**src/sv/flr_pkg.sv**
```systemverilog
package flr_pkg;

	// Parser phase of the frame receiver
	typedef enum logic [2:0] {
		PH_IDLE,
		PH_TYPE,
		PH_LEN_HI,
		PH_LEN_LO,
		PH_BODY,
		PH_TERM
	} phase_t;

	// Result kinds on the output channel
	typedef enum logic [2:0] {
		KIND_PAYLOAD,
		KIND_TX,
		KIND_COMPLETE,
		KIND_CORRUPT,
		KIND_ACK,
		KIND_NACK,
		KIND_DROPPED
	} kind_t;

	// Framing characters
	localparam logic [7:0] CH_START  = 8'h2A; // '*'
	localparam logic [7:0] CH_END    = 8'h23; // '#'
	localparam logic [7:0] CH_HEADER = 8'h7E; // '~'
	localparam logic [7:0] CH_DATA   = 8'h3E; // '>'
	localparam logic [7:0] CH_ACK    = 8'h3C; // '<'
	localparam logic [7:0] CH_NACK   = 8'h3F; // '?'
	localparam logic [7:0] CH_EOF    = 8'h40; // '@'
	localparam logic [7:0] CH_ZERO   = 8'h30; // '0'
	localparam logic [7:0] CH_NINE   = 8'h39; // '9'

	// Length of the acknowledge frame we transmit
	localparam int unsigned ACK_LEN = 5;
	localparam logic [2:0] ACK_LAST = 3'(ACK_LEN - 1);

	// Byte of the acknowledge frame "*<00#" at a given position
	function automatic logic [7:0] ack_byte(input logic [2:0] idx);
		logic [7:0] b;
		case (idx)
			3'd0: b = CH_START;
			3'd1: b = CH_ACK;
			3'd2: b = CH_ZERO;
			3'd3: b = CH_ZERO;
			default: b = CH_END;
		endcase
		return b;
	endfunction

	// Decode one hex digit: {bad, value}
	function automatic logic [4:0] hex_decode(input logic [7:0] c);
		logic [4:0] r;
		if (c >= 8'h30 && c <= 8'h39) begin
			r = {1'b0, 4'(c - 8'h30)};
		end else if (c >= 8'h41 && c <= 8'h46) begin
			r = {1'b0, 4'(c - 8'h37)};
		end else if (c >= 8'h61 && c <= 8'h66) begin
			r = {1'b0, 4'(c - 8'h57)};
		end else begin
			r = {1'b1, 4'h0};
		end
		return r;
	endfunction

endpackage

```
**src/sv/framed_link_receiver_with_ack.sv**
```systemverilog
// Framed link receiver: takes one link byte per cycle on rx_byte and parses frames
// '*', type, two hex length digits, body, '#'. Data frames ('>') pass their body out
// as payload items and add their length to the received count; header frames ('~')
// load the expected total from their decimal body and clear the count; both answer
// with the five-item acknowledge burst "*<00#" on the output. EOF frames ('@') report
// complete or corrupt together with the received count, and peer ACK/NACK frames and
// bad terminators are reported as single items. A byte is held in the one-byte input register
// and parsed from there, so the input runs at one byte per cycle while the output keeps up; an
// acknowledge burst holds the result register until its last item is taken. Bytes that cause
// no item keep flowing during a burst; the first byte that causes an item waits in the
// one-byte input register and stalls the input until the burst's last item is taken.
// last_of_run marks the final item caused by an input byte. The header total and the
// count are COUNT_WIDTH bits wide; message_length shows the low 32 bits of the count.
module framed_link_receiver_with_ack #(
	parameter int COUNT_WIDTH = 32
) (
	input  logic                 clk,
	input  logic                 arst_n,
	input  logic                 rx_valid,
	output logic                 rx_ready,
	input  logic [7:0]           rx_byte,
	output logic                 res_valid,
	input  logic                 res_ready,
	output flr_pkg::kind_t       out_kind,
	output logic [7:0]           out_byte,
	output logic [31:0]          message_length,
	output logic                 last_of_run
);
	import flr_pkg::*;

	localparam int WIDE = COUNT_WIDTH + 4;

	// Input register
	logic                   valid_s1;
	logic [7:0]             byte_s1;

	// Parser state
	phase_t                 phase_q, phase_d;
	logic [7:0]             frame_kind_q, frame_kind_d;
	logic [7:0]             body_length_q, body_length_d;
	logic [7:0]             bytes_left_q, bytes_left_d;
	logic                   hex_fault_q, hex_fault_d;
	logic                   digit_fault_q, digit_fault_d;
	logic [COUNT_WIDTH-1:0] pending_q, pending_d;
	logic [COUNT_WIDTH-1:0] expected_q, expected_d;
	logic [COUNT_WIDTH-1:0] count_q, count_d;

	// Result register
	logic                   res_valid_q;
	logic                   res_burst_q;
	kind_t                  res_kind_q;
	logic [7:0]             res_byte_q;
	logic [31:0]            res_len_q;
	logic [2:0]             res_idx_q;

	// Result produced by the byte being parsed
	logic                   prod_any;
	logic                   prod_burst;
	kind_t                  prod_kind;
	logic [7:0]             prod_byte;
	logic [31:0]            prod_len;

	logic                   res_last;
	logic                   res_take;
	logic                   parse_fire;
	logic [4:0]             hex_dec;
	logic                   is_digit;
	logic [3:0]             digit;
	logic [WIDE-1:0]        pend_wide;
	logic [WIDE-1:0]        pend_next;
	logic                   pend_ovf;
	logic                   lo_fault;
	logic [7:0]             lo_length;
	logic [7:0]             left_dec;

	// Output view of the result register
	assign res_last       = !res_burst_q || (res_idx_q == ACK_LAST);
	assign res_valid      = res_valid_q;
	assign out_kind       = res_burst_q ? KIND_TX : res_kind_q;
	assign out_byte       = res_burst_q ? ack_byte(res_idx_q) : res_byte_q;
	assign message_length = res_len_q;
	assign last_of_run    = res_last;

	// Result register can take a new item when empty or finishing now
	assign res_take   = !res_valid_q || (res_ready && res_last);
	assign parse_fire = valid_s1 && (res_take || !prod_any);
	assign rx_ready   = !valid_s1 || parse_fire;

	// Digit decode and decimal accumulate (x10 as two shifts)
	assign hex_dec   = hex_decode(byte_s1);
	assign is_digit  = (byte_s1 >= CH_ZERO) && (byte_s1 <= CH_NINE);
	assign digit     = 4'(byte_s1 - CH_ZERO);
	assign pend_wide = WIDE'(pending_q);
	assign pend_next = (pend_wide << 3) + (pend_wide << 1) + WIDE'(digit);
	assign pend_ovf  = |pend_next[WIDE-1:COUNT_WIDTH];
	assign lo_fault  = hex_fault_q | hex_dec[4];
	assign lo_length = lo_fault ? 8'h00 : (body_length_q | {4'h0, hex_dec[3:0]});
	assign left_dec  = bytes_left_q - 8'd1;

	// Next state and produced result
	always_comb begin
		phase_d       = phase_q;
		frame_kind_d  = frame_kind_q;
		body_length_d = body_length_q;
		bytes_left_d  = bytes_left_q;
		hex_fault_d   = hex_fault_q;
		digit_fault_d = digit_fault_q;
		pending_d     = pending_q;
		expected_d    = expected_q;
		count_d       = count_q;
		prod_any      = 1'b0;
		prod_burst    = 1'b0;
		prod_kind     = KIND_PAYLOAD;
		prod_byte     = 8'h00;
		prod_len      = 32'h0;
		case (phase_q)
			PH_IDLE: begin
				if (byte_s1 == CH_START) begin
					phase_d = PH_TYPE;
				end
			end
			PH_TYPE: begin
				frame_kind_d  = byte_s1;
				hex_fault_d   = 1'b0;
				digit_fault_d = 1'b0;
				pending_d     = '0;
				body_length_d = 8'h00;
				phase_d       = PH_LEN_HI;
			end
			PH_LEN_HI: begin
				body_length_d = {hex_dec[3:0], 4'h0};
				hex_fault_d   = hex_fault_q | hex_dec[4];
				phase_d       = PH_LEN_LO;
			end
			PH_LEN_LO: begin
				hex_fault_d   = lo_fault;
				body_length_d = lo_length;
				bytes_left_d  = lo_length;
				phase_d       = (lo_length == 8'h00) ? PH_TERM : PH_BODY;
			end
			PH_BODY: begin
				if (frame_kind_q == CH_DATA) begin
					prod_any  = 1'b1;
					prod_kind = KIND_PAYLOAD;
					prod_byte = byte_s1;
				end else if (frame_kind_q == CH_HEADER) begin
					if (!is_digit) begin
						digit_fault_d = 1'b1;
					end else if (!digit_fault_q) begin
						if (pend_ovf) begin
							digit_fault_d = 1'b1;
						end else begin
							pending_d = pend_next[COUNT_WIDTH-1:0];
						end
					end
				end
				bytes_left_d = left_dec;
				if (left_dec == 8'h00) begin
					phase_d = PH_TERM;
				end
			end
			default: begin
				// Terminator; unused codes behave the same
				phase_d = PH_IDLE;
				if (byte_s1 != CH_END) begin
					prod_any  = 1'b1;
					prod_kind = KIND_DROPPED;
				end else if (frame_kind_q == CH_HEADER) begin
					expected_d = digit_fault_q ? '0 : pending_q;
					count_d    = '0;
					prod_any   = 1'b1;
					prod_burst = 1'b1;
					prod_kind  = KIND_TX;
				end else if (frame_kind_q == CH_DATA) begin
					count_d    = count_q + COUNT_WIDTH'(body_length_q);
					prod_any   = 1'b1;
					prod_burst = 1'b1;
					prod_kind  = KIND_TX;
				end else if (frame_kind_q == CH_EOF) begin
					prod_any  = 1'b1;
					prod_kind = (expected_q == count_q) ? KIND_COMPLETE : KIND_CORRUPT;
					prod_len  = 32'(count_q);
				end else if (frame_kind_q == CH_ACK) begin
					prod_any  = 1'b1;
					prod_kind = KIND_ACK;
				end else if (frame_kind_q == CH_NACK) begin
					prod_any  = 1'b1;
					prod_kind = KIND_NACK;
				end
			end
		endcase
	end

	// Hold the incoming byte
	always_ff @(posedge clk or negedge arst_n) begin
		if (!arst_n) begin
			valid_s1 <= 1'b0;
		end else if (rx_ready) begin
			valid_s1 <= rx_valid;
		end
	end

	always_ff @(posedge clk) begin
		if (rx_ready && rx_valid) begin
			byte_s1 <= rx_byte;
		end
	end

	// Advance the parser
	always_ff @(posedge clk or negedge arst_n) begin
		if (!arst_n) begin
			phase_q       <= PH_IDLE;
			frame_kind_q  <= 8'h00;
			body_length_q <= 8'h00;
			bytes_left_q  <= 8'h00;
			hex_fault_q   <= 1'b0;
			digit_fault_q <= 1'b0;
			pending_q     <= '0;
			expected_q    <= '0;
			count_q       <= '0;
		end else if (parse_fire) begin
			phase_q       <= phase_d;
			frame_kind_q  <= frame_kind_d;
			body_length_q <= body_length_d;
			bytes_left_q  <= bytes_left_d;
			hex_fault_q   <= hex_fault_d;
			digit_fault_q <= digit_fault_d;
			pending_q     <= pending_d;
			expected_q    <= expected_d;
			count_q       <= count_d;
		end
	end

	// Load a new result or step through the acknowledge burst
	always_ff @(posedge clk or negedge arst_n) begin
		if (!arst_n) begin
			res_valid_q <= 1'b0;
			res_burst_q <= 1'b0;
			res_idx_q   <= 3'd0;
		end else if (parse_fire && prod_any) begin
			res_valid_q <= 1'b1;
			res_burst_q <= prod_burst;
			res_idx_q   <= 3'd0;
		end else if (res_valid_q && res_ready) begin
			if (res_last) begin
				res_valid_q <= 1'b0;
			end else begin
				res_idx_q <= res_idx_q + 3'd1;
			end
		end
	end

	always_ff @(posedge clk) begin
		if (parse_fire && prod_any) begin
			res_kind_q <= prod_kind;
			res_byte_q <= prod_byte;
			res_len_q  <= prod_len;
		end
	end

`ifndef SYNTH
	// A burst taken before its last item keeps the output valid
	assert property (@(posedge clk) disable iff (!arst_n)
		res_valid && res_ready && !last_of_run |=> res_valid)
		else $error("acknowledge burst cut short");

	// Burst position stays inside the frame
	assert property (@(posedge clk) disable iff (!arst_n)
		res_valid_q && res_burst_q |-> res_idx_q <= ACK_LAST)
		else $error("burst index out of range");

	// Count is shown only with complete or corrupt reports
	assert property (@(posedge clk) disable iff (!arst_n)
		res_valid && message_length != 32'h0 |->
		out_kind == KIND_COMPLETE || out_kind == KIND_CORRUPT)
		else $error("count shown on wrong kind");

	// Last body byte moves the parser to the terminator
	assert property (@(posedge clk) disable iff (!arst_n)
		parse_fire && phase_q == PH_BODY && bytes_left_q == 8'd1 |=> phase_q == PH_TERM)
		else $error("body end missed");

	// A new result is loaded only into a free slot
	assert property (@(posedge clk) disable iff (!arst_n)
		parse_fire && prod_any |-> !res_valid_q || (res_ready && res_last))
		else $error("result overwritten");
`endif

endmodule

```
**config.mk**
```make
export PLATFORM = sky130hd
export DESIGN_NAME = framed_link_receiver_with_ack
export DESIGN_NICKNAME = d
export VERILOG_FILES = /design/src/sv/flr_pkg.sv /design/src/sv/framed_link_receiver_with_ack.sv
export SDC_FILE = /design/constraint.sdc
export NUM_CORES = 1
export LEC_CHECK = 0
export BUFFER_PORTS_ARGS = -buffer_cell sky130_fd_sc_hd__buf_4
export CORE_MARGIN = 5
export CORE_UTILIZATION = 62
export CTS_CLUSTER_DIAMETER = 50
export DETAILED_ROUTE_END_ITERATION = 10
export GPL_ROUTABILITY_DRIVEN = 0
export GPL_TIMING_DRIVEN = 0
export PLACE_DENSITY = 0.81
export SYNTH_ARGS = -nofsm -noshare
export SYNTH_HDL_FRONTEND = slang
export SYNTH_SLANG_ARGS = --single-unit
```
**constraint.sdc**
```tcl
create_clock -name clk -period 5.3 [get_ports clk]
set_input_delay 0.795 -clock clk [delete_from_list [all_inputs] [get_ports clk]]
set_output_delay 0.795 -clock clk [all_outputs]
set_load 0.02 [all_outputs]
```
==> metrics.md, run 1 <==
| Metric | Value |
|---|---|
| Synth Flop Type | dfrtp_1 |
| Final Critical Period | 4.538 ns |
| DIE AREA | 20930 sq um |
| Busiest grt layer | met2 |
| Worst EP arrival | 4.90 ns |
| FF-to-FF path depth | 14 |
| Async SR Flop Fraction | 0.7198 |
| Die W | 144.7 microns |
| Vias/cell | 6.037 |
| Diode count | 0 |
| Reg-to-Reg Start | byte_s1[3] |
| Postcts setup bufs | 0 |
| Post-synth EDFFs | 51 |
| Clk sinks | 182 |
| Crit. End Element | flip-flop |
| R2R Path End | pending_q[23] |
| Max Cap Violations | 0 |
| Post-Syn Nets | 1251 |
| Layout Nets | 1329 |
| Root Driver | clkbuf_16 |
| Pin count of the biggest net entering global routing | 73 |
| Reg-to-reg slack, setup | 0.76 ns |
| Rel. slew slack | 0.5452 |
| Ys Warns | 0 |
| Vias in the first global route | 8804 |
| Synth Instances | 1156 |
| Worst-Skew Late Latency | 0.43 ns |
| GR Layer Usage met1 | 0.3590 |
| Area Growth Syn to Fin | 12.37% |
| GR Overflow Total | 0 |
| Utilization after layout | 0.7058 |
| Count of input and output buffers | 57 |
| Clock Skews | 0.01061 ns |
| Kind of critical path | reg2reg |
| Slew Limit Fails | 0 |
| CTS H-tree depth | 4 |
| First-pass GRT wire length | 43.79 mm |
| CP required | 5.66 ns |
| Dpl ws | 0.9504 ns |
| I/O pin count | 58 |
| Die Y | 144.7 microns |
| Distinct cell type count of the synthesized netlist | 77 |
| Setup WS post-layout | 0.7618 ns |
| Max Fanout on Critical Path | 10 |
| Final count of negative-setup-slack endpoints | 0 |
| Post-Route WL | 26.13 mm |
| Fraction of layout cells with a size suffix above 1 | 0.1179 |
| Fin. Hold Viols | 0 |
| Worst setup SP type | flip-flop |
| RSZ-0062 raised after global routing | no |
| Starting Density | 0.6281 |
| Leak pwr | 5.837 nW |
| Global routing usage on met3 | 0.03779 |
| DR DRC count | 0 |
| Worst slew pin tran | 0.6750 ns |
| VDD IR max | 233.6 uV |
| Status | complete, no violations |
| Design area | 12640 sq um |
| Global Route Usage Sum | 0.2631 |
| Syn Area/Cell | 9.727 sq um |
| Sequential share of the synthesized area | 0.4277 |
| Detail Route Antenna Nets | 0 |
| Setup TNS | 0 ns |
| Initial antenna violation count | 0 |
| CTS resizes | 0 |
| Period utilization | 0.8563 |
| Drt wl/cell | 17.70 microns |
| Clock buffer depth | 2 |
| CTS tree | built |
| PD cells | 285.2 nW/um^2 |
| Hold_buf cts | 0 |
| F_max | 220.4 MHz |
| Via count | 8911 |
| Hpwl dp | 19.75 mm |
| Initial DRC count | 730 |
| Core area | 17900 sq um |
| Mapped cell area | 11240 sq um |
| Pre-antenna DRT Iters | 7 |
| Met2 usage | 0.4279 |
| Num rows | 49 |
| Placement-stage cell area | 12030 sq um |
| FF+latch count, synth | 182 |
| Clk pin slew, worst setup/hold paths | 0.07 ns |
| Hold Path Class | in2async |
| CTS buffer count | 17 |
## report_power, final
part           total [mW]  internal [mW]  switching, mW
Sequential           1.65           1.55          0.103
Clock                1.31          0.785          0.527
Combinational       0.642          0.256          0.387
## cells by family after synthesis
group	after synthesis	share of synthesized area
xor+xnor	92	0.07166
compound gates	251	0.1464
buf+inv	100	0.03716
fa+ha+maj	83	0.09436
simple gates	422	0.1952
flops	182	0.4277
mux	26	0.02748
## how the worst max path moves through the flow
stage / startpoint / to / slack, ns / depth (start not counted)
after floorplan: frame_kind_q[5] / res_burst_q / 0.73 / 8
after global placement: phase_q[1] / res_burst_q / -0.14 / 9
after detailed placement: byte_s1[3] / pending_q[10] / 0.95 / 14
after CTS: byte_s1[3] / pending_q[23] / 0.87 / 14
after global routing: byte_s1[3] / pending_q[23] / 0.62 / 14
final: byte_s1[3] / pending_q[23] / 0.76 / 14
## metal layers
layer,part of all wire,up-vias
met3,0.065,68
met4,0.032,0
li1,-,4286
met2,0.46,360
met5,0,-
met1,0.44,4197
## sequential cells by signal, summed over array words and instances (netlist names)
signal and flops:
res_byte_q 8, byte_s1 8, pending_q 32, message_length 32, expected_q 32, res_idx_q 3, valid_s1 1, phase_q 3
res_burst_q 1, count_q 32, digit_fault_q 1, frame_kind_q 8, hex_fault_q 1, res_kind_q 3, body_length_q 8, res_valid 1
bytes_left_q 8
## layout by cell type, fill, tap and decap left out, types with 25 or more instances in the layout
master | netlist | final
dfrtp_1 | 131 | 131
o21ai_0 | 76 | 76
nor2_1 | 93 | 93
edfxtp_1 | 51 | 51
nor3_1 | 28 | 28
clkbuf_1 | 42 | 43
nand2b_1 | 34 | 34
nand2_1 | 109 | 109
and2_1 | 40 | 40
nor4_1 | 25 | 25
buf_4 | 2 | 58
ha_1 | 80 | 80
inv_1 | 43 | 43
xnor2_1 | 37 | 37
a21oi_1 | 55 | 55
xor2_1 | 55 | 55
## metrics by stage
step | instances | hold WS (ns) | power, mW
6_report | 1476 | 0.3603 | 3.604
3_5_place_dp | 1444 | 0.4916 | 2.301
4_1_cts | 1476 | 0.3887 | 3.604
2_1_floorplan | 1156 | 0.4681 | 2.101
5_1_grt | 1476 | 0.4215 | 3.763
3_3_place_gp | 1442 | 0.4825 | 2.266
## worst max-delay path: stages, from the launching register on
cell and delay, ns:
edfxtp_1 0.54, inv_1 0.19, fa_1 0.65, inv_1 0.08
ha_1 0.32, a211oi_1 0.29, o21bai_1 0.22, o21ai_0 0.40
a21oi_1 0.15, a21oi_1 0.41, nor3_1 0.16, or4_4 0.47
nor3b_4 0.27, buf_6 0.18, a22o_1 0.14
## layout make-up
class	instances	area [sq um]
inverter	43	161.4
buffer	57	256.5
timing repair buffer	59	479.2
tap	229	286.5
fill	1315	5266
clock inverter	14	181.4
sequential	182	4810
clock buffer	18	429.2
multi-input combinational	874	6032
## synth_stat cells (all sizes together), types with 10 or more instances
cell type | n | area, sq um
nor3 | 28 | 140.1
o21ai | 79 | 395.4
o31ai | 10 | 75.07
edfxtp | 51 | 1531
nand2 | 110 | 429.2
a31oi | 11 | 75.07
nor2 | 95 | 371.6
inv | 43 | 161.4
dfrtp | 131 | 3278
nand3 | 21 | 110.1
clkbuf | 43 | 162.7
nor2b | 11 | 68.82
mux2 | 18 | 229.0
xor2 | 55 | 481.7
nand2b | 34 | 212.7
a21o | 22 | 165.2
ha | 80 | 1001
and2 | 41 | 256.5
nand4 | 18 | 112.6
xnor2 | 37 | 324.1
a21oi | 56 | 284.0
a22o | 23 | 201.4
nor4 | 28 | 202.7
buf | 14 | 93.83
Note: power is estimated with default switching activity, not from simulation.
==> run 2, diff against run 1 <==
- BUFFER_PORTS_ARGS: -buffer_cell sky130_fd_sc_hd__buf_4 -> -buffer_cell sky130_fd_sc_hd__buf_2
- MAX_ROUTING_LAYER: unset -> met4
==> metrics.md, run 2 (synthesized netlist as in run 1, its figures left out) <==
| Metric | Value |
|---|---|
| Crit. End Element | flip-flop |
| Clock Skews | 0.01369 ns (+0.003076 ns) |
| Detail Route Antenna Nets | 0 (unchanged) |
| Clk pin slew, worst setup/hold paths | 0.07 ns (about the same) |
| Worst setup SP type | flip-flop |
| Met2 usage | 0.4270 (-0.0009754) |
| Leak pwr | 5.818 nW (-0.33%) |
| First-pass GRT wire length | 43.44 mm (-0.80%) |
| Dpl ws | 1.070 ns (+0.1199 ns) |
| Diode count | 0 (unchanged) |
| Root Driver | clkbuf_16 |
| Via count | 8899 (-0.13%) |
| F_max | 227.9 MHz (+3.4%) |
| CTS resizes | 0 (unchanged) |
| Vias in the first global route | 8675 (-1.5%) |
| Pin count of the biggest net entering global routing | 67 (-8.2%) |
| Pint | 2.574 mW (-0.55%) |
| Commonest non-fill, non-tap cell in the layout | dfrtp_1 |
| Worst-Skew Late Latency | 0.43 ns (about the same) |
| Clk sinks | 182 (unchanged) |
| Global routing usage on met3 | 0.03943 (+0.001643) |
| Switching part of the total power | 0.2807 (-0.001363) |
| Clk pwr share | 0.366 (+0.002) |
| FILL cells | 1317 (+0.15%) |
| Max Cap Violations | 0 (unchanged) |
| Max incr delay on CP | 0.63 ns (-0.02 ns) |
| Pre-antenna DRT Iters | 6 (-1) |
| DIE AREA | 20930 sq um (unchanged) |
| Global Route Usage Sum | 0.2689 (+0.005792) |
| Final Critical Period | 4.387 ns (-0.1511 ns) |
| Worst EP arrival | 4.74 ns (-0.16 ns) |
| Fraction of layout cells with a size suffix above 1 | 0.1203 (+0.002406) |
| Final count of negative-setup-slack endpoints | 0 (unchanged) |
| Sequential Power Share | 0.460 (+0.002) |
| CTS tree | built |
| Worst slew pin tran | 0.6762 ns (+0.001125 ns) |
| FF-to-FF path depth | 14 (unchanged) |
| Rel. slew slack | 0.5445 (-0.0007580) |
| CP Cell Sequence | inv_1, fa_1, inv_1, ha_1, a211oi_1, o21bai_1, o21ai_0, a21oi_1, a21oi_1, nor3_1, or4_4, nor3b_4, buf_6, a22o_1 |
| Hold_buf cts | 0 (unchanged) |
| Hold Path Class | in2async |
| Setup WS post-layout | 0.9128 ns (+0.1511 ns) |
| Period utilization | 0.8278 (-0.02850) |
| Initial antenna violation count | 0 (unchanged) |
| Fin. Hold Viols | 0 (unchanged) |
| GR Overflow Total | 0 (unchanged) |
| Starting Density | 0.6281 (unchanged) |
| Kind of critical path | reg2reg |
| Num rows | 49 (unchanged) |
| Status | complete, no violations |
| Hpwl dp | 19.69 mm (-0.29%) |
| Count of input and output buffers | 57 (unchanged) |
| Postcts setup bufs | 0 (unchanged) |
| Max Fanout on Critical Path | 10 (unchanged) |
| Net Sw Power | 1.004 mW (-1.2%) |
| Area Growth Syn to Fin | 11.14% |
| Slew Limit Fails | 0 (unchanged) |
| Die W | 144.7 microns (unchanged) |
| CP required | 5.66 ns (about the same) |
| Die Y | 144.7 microns (unchanged) |
| PD cells | 286.3 nW/um^2 (+0.37%) |
| VDD IR max | 271.4 uV (+16%) |
| Core area | 17900 sq um (unchanged) |
| Comb pwr share | 0.173 (-0.005) |
| Worst path slowest cell | fa_1 |
| DR DRC count | 0 (unchanged) |
| CTS H-tree depth | 4 (unchanged) |
| I/O pin count | 58 (unchanged) |
| RSZ-0062 raised after global routing | no |
| Initial DRC count | 816 (+12%) |
| CTS buffer count | 17 (unchanged) |
| Commonest cells after routing, fill and taps aside | dfrtp_1, nand2_1, nor2_1 |
| Vias/cell | 6.029 (-0.13%) |
| Post-Route WL | 25.91 mm (-0.86%) |
| Utilization after layout | 0.6981 (-0.007758) |
| Layout Nets | 1329 (unchanged) |
| GR Layer Usage met1 | 0.3585 (-0.0005274) |
| Busiest grt layer | met2 |
| Drt wl/cell | 17.55 microns (-0.86%) |
| Final total power | 3.578 mW (-0.73%) |
| Clock buffer depth | 2 (unchanged) |
[run 2: power groups by stage]
stage	Combinational, mW	Sequential [mW]	Clock (mW)
6_report	0.620	1.65	1.31
5_1_grt	0.697	1.66	1.39
4_1_cts	0.619	1.64	1.32
3_5_place_dp	0.613	1.67	0
3_3_place_gp	0.587	1.67	0
2_1_floorplan	0.441	1.66	0
[run 2: final timing paths]
check | startpoint | slack, ns | to
min reg2reg | expected_q[31] | 0.50 | expected_q[31]
max in group asynchronous | arst_n | 4.22 | count_q[16]
max | byte_s1[3] | 0.91 | pending_q[18]
min | arst_n | 0.33 | bytes_left_q[1]
min in group clk | expected_q[31] | 0.50 | expected_q[31]
max reg2reg | byte_s1[3] | 0.91 | pending_q[18]
[run 2: layout make-up]
| class | count | area (sq um) | area share |
|---|---|---|---|
| multi-input cells | 874 | 6032 | 0.4827 |
| flip-flops and latches | 182 | 4810 | 0.3849 |
| clock buffers | 18 | 429.2 | 0.03434 |
| repair buffers | 59 | 339.1 | 0.02713 |
| well taps | 229 | 286.5 | 0.02293 |
| plain buffers | 57 | 256.5 | 0.02052 |
| clock inverters | 14 | 182.7 | 0.01462 |
| inverters | 43 | 161.4 | 0.01292 |
[run 2: layer usage]
layer	vias up	wire length, microns
li1	4271	-
met1	4268	11470
met2	306	12210
met3	54	1572
met4	0	651
met5	-	0
[run 2: stage by stage]
step	cells	hold slack, ns	area (sq um)	TNS [ns]
5_1_grt	1476	0.3916	12500	0
3_5_place_dp	1444	0.4938	11890	0
3_3_place_gp	1442	0.4842	11820	-0.08473
2_1_floorplan	1156	0.4681	11240	0
6_report	1476	0.3332	12500	0
4_1_cts	1476	0.3591	12500	0
[run 2: critical path, delay by kind of cell (launching register included)]
kind	cells	cell delay, ns
buffers and inverters	3	0.43
DFF	1	0.53
and+or+nand+nor	3	0.86
AOI/OAI and AO/OA	6	1.57
adders and majority gates	2	0.93
==> run 3, diff against run 2 <==
- clock period: 5.3 -> 4.25 ns (I/O delays scaled with it)
==> metrics.md, run 3 (synthesized netlist as in run 1, its figures left out) <==
| Metric | Value |
|---|---|
| Status | complete, no violations |
| Crit. End Element | flip-flop |
| Pre-antenna DRT Iters | 6 (unchanged) |
| RSZ-0062 raised after global routing | no |
| Final Critical Period | 4.065 ns (-0.3219 ns) |
| Fin. Hold Viols | 0 (unchanged) |
| Worst path slowest cell | or4_4 |
| F_max | 246.0 MHz (+7.9%) |
| I/O pin count | 58 (unchanged) |
| Hold_buf cts | 0 (unchanged) |
| Vias/cell | 6.012 (-0.29%) |
| Area occupied by multi-input gates | 6048 sq um (+0.27%) |
| Max incr delay on CP | 0.56 ns (-0.07 ns) |
| Drt wl/cell | 17.63 microns (+0.42%) |
| Placement-stage cell area | 11890 sq um (unchanged) |
| Commonest cells after routing, fill and taps aside | dfrtp_1, nand2_1, nor2_1 |
| Register area | 4810 sq um (unchanged) |
| Dpl ws | -0.02857 ns (-1.099 ns) |
| Worst EP arrival | 4.43 ns (-0.31 ns) |
| Die W | 144.7 microns (unchanged) |
| FILL cells | 1343 (+2.0%) |
| Initial antenna violation count | 0 (unchanged) |
| Design area | 12510 sq um (+0.13%) |
| DR DRC count | 0 (unchanged) |
| VDD IR max | 268.5 uV (-1.1%) |
| Global Route Usage Sum | 0.2697 (+0.0007694) |
| Period utilization | 0.9565 (+0.1288) |
| Final count of negative-setup-slack endpoints | 0 (unchanged) |
| CTS buffer count | 17 (unchanged) |
| Setup TNS | 0 ns (unchanged) |
| CTS tree | built |
| Kind of critical path | reg2reg |
| Max Fanout on Critical Path | 10 (unchanged) |
| Diode count | 0 (unchanged) |
| CTS H-tree depth | 4 (unchanged) |
| Worst slew pin tran | 0.6986 ns (+0.02249 ns) |
| Initial DRC count | 759 (-7.0%) |
| Vias in the first global route | 8692 (+0.20%) |
| Via count | 8885 (-0.16%) |
| Clock Skews | 0.007114 ns (-0.006577 ns) |
| Count of input and output buffers | 57 (unchanged) |
| Area Growth Syn to Fin | 11.28% |
| First-pass GRT wire length | 43.70 mm (+0.59%) |
| CP required | 4.61 ns (-1.05 ns) |
| Layout Nets | 1331 (+0.15%) |
| Root Driver | clkbuf_16 |
| Worst-Skew Late Latency | 0.43 ns (about the same) |
| Slew Limit Fails | 0 (unchanged) |
| Setup WS post-layout | 0.1847 ns (-0.7281 ns) |
| Pin count of the biggest net entering global routing | 101 (+51%) |
| Final Hold Slack | 0.07736 ns (-0.2559 ns) |
| Hold Path Class | in2async |
| Detail Route Antenna Nets | 0 (unchanged) |
| Fin cells | 1478 (+0.14%) |
| Rel. slew slack | 0.5342 (-0.01023) |
| Max Cap Violations | 0 (unchanged) |
| GR Overflow Total | 0 (unchanged) |
| Starting Density | 0.6281 (unchanged) |
| DIE AREA | 20930 sq um (unchanged) |
| Post-Route WL | 26.05 mm (+0.56%) |
| Commonest non-fill, non-tap cell in the layout | dfrtp_1 |
| Worst setup SP type | flip-flop |
| Clk sinks | 182 (unchanged) |
| CP Cell Sequence | inv_1, fa_1, fa_1, nor2b_1, o2111ai_1, a21o_1, and4_1, o21ai_0, mux2i_1, or4_4, nor3b_4, buf_6, a22o_1 |
| Hpwl dp | 19.79 mm (+0.51%) |
| Clk pin slew, worst setup/hold paths | 0.06 ns (about the same) |
| Fraction of layout cells with a size suffix above 1 | 0.1201 (-0.0001926) |
| Core area | 17900 sq um (unchanged) |
| Num rows | 49 (unchanged) |
| Die Y | 144.7 microns (unchanged) |
| Worst path most repeated cell | fa_1 |
| Leak pwr | 5.826 nW (+0.13%) |
| Clock buffer depth | 2 (unchanged) |
| PD cells | 355.4 nW/um^2 (+24%) |
| Cells after DPL | 1444 (unchanged) |
-- run 3: cell type report --
class                           count  share of cell area
Buffer                             57             0.02050
Clock buffer                       21             0.03520
Clock inverter                     11             0.01250
Inverter                           43             0.01290
Multi-Input combinational cell    874              0.4833
Sequential cell                   182              0.3844
Tap cell                          229             0.02290
Timing Repair Buffer               61             0.02830
-- run 3: final timing paths --
path,to,slack (ns),cells after the start,start
worst max register to register,pending_q[19],0.18,13,byte_s1[3]
max in group asynchronous,count_q[8],3.38,2,arst_n
min in group clk,byte_s1[5],0.38,1,rx_byte[5]
worst min register to register,expected_q[0],0.50,2,expected_q[0]
worst min-delay path,bytes_left_q[1],0.08,1,arst_n
worst max-delay path,pending_q[19],0.18,13,byte_s1[3]
-- run 3: report_power, final --
part           internal [mW]  switching (mW)
registers               1.93           0.127
clock network          0.976           0.631
logic                  0.304           0.480
total                   3.21            1.24
-- run 3: per-stage QoR --
stage                 util  total power [mW]
floorplan                -             2.619
global placement    0.6604             2.809
detailed placement  0.6639             2.849
CTS                 0.6974             4.451
global route        0.6990             4.648
finish              0.6990             4.448
-- run 3: critical path: cells and delay by family (launching register included) --
family          cells  cell delay, ns
buf+inv             2            0.32
simple gates        4            1.17
fa+ha+maj           2            1.03
flops               1            0.45
compound gates      4            0.84
mux                 1            0.17
-- run 3: layer usage --
layer  global-route usage  vias up  routed length [microns]  share of wire
met5                    -        -                        0              0
met4              0.09622        0                      685          0.026
met3              0.04272       57                     1681          0.065
met2               0.4270      319                    12450           0.48
met1               0.3562     4219                    11230           0.43
li1                     -     4290                        -              -
-- run 3: timing repair --
item | 4_1_cts | 5_1_grt
setup buffers | 0 | 2
setup endpoints to repair | 27 | 31
gates resized for setup | 1 | 4
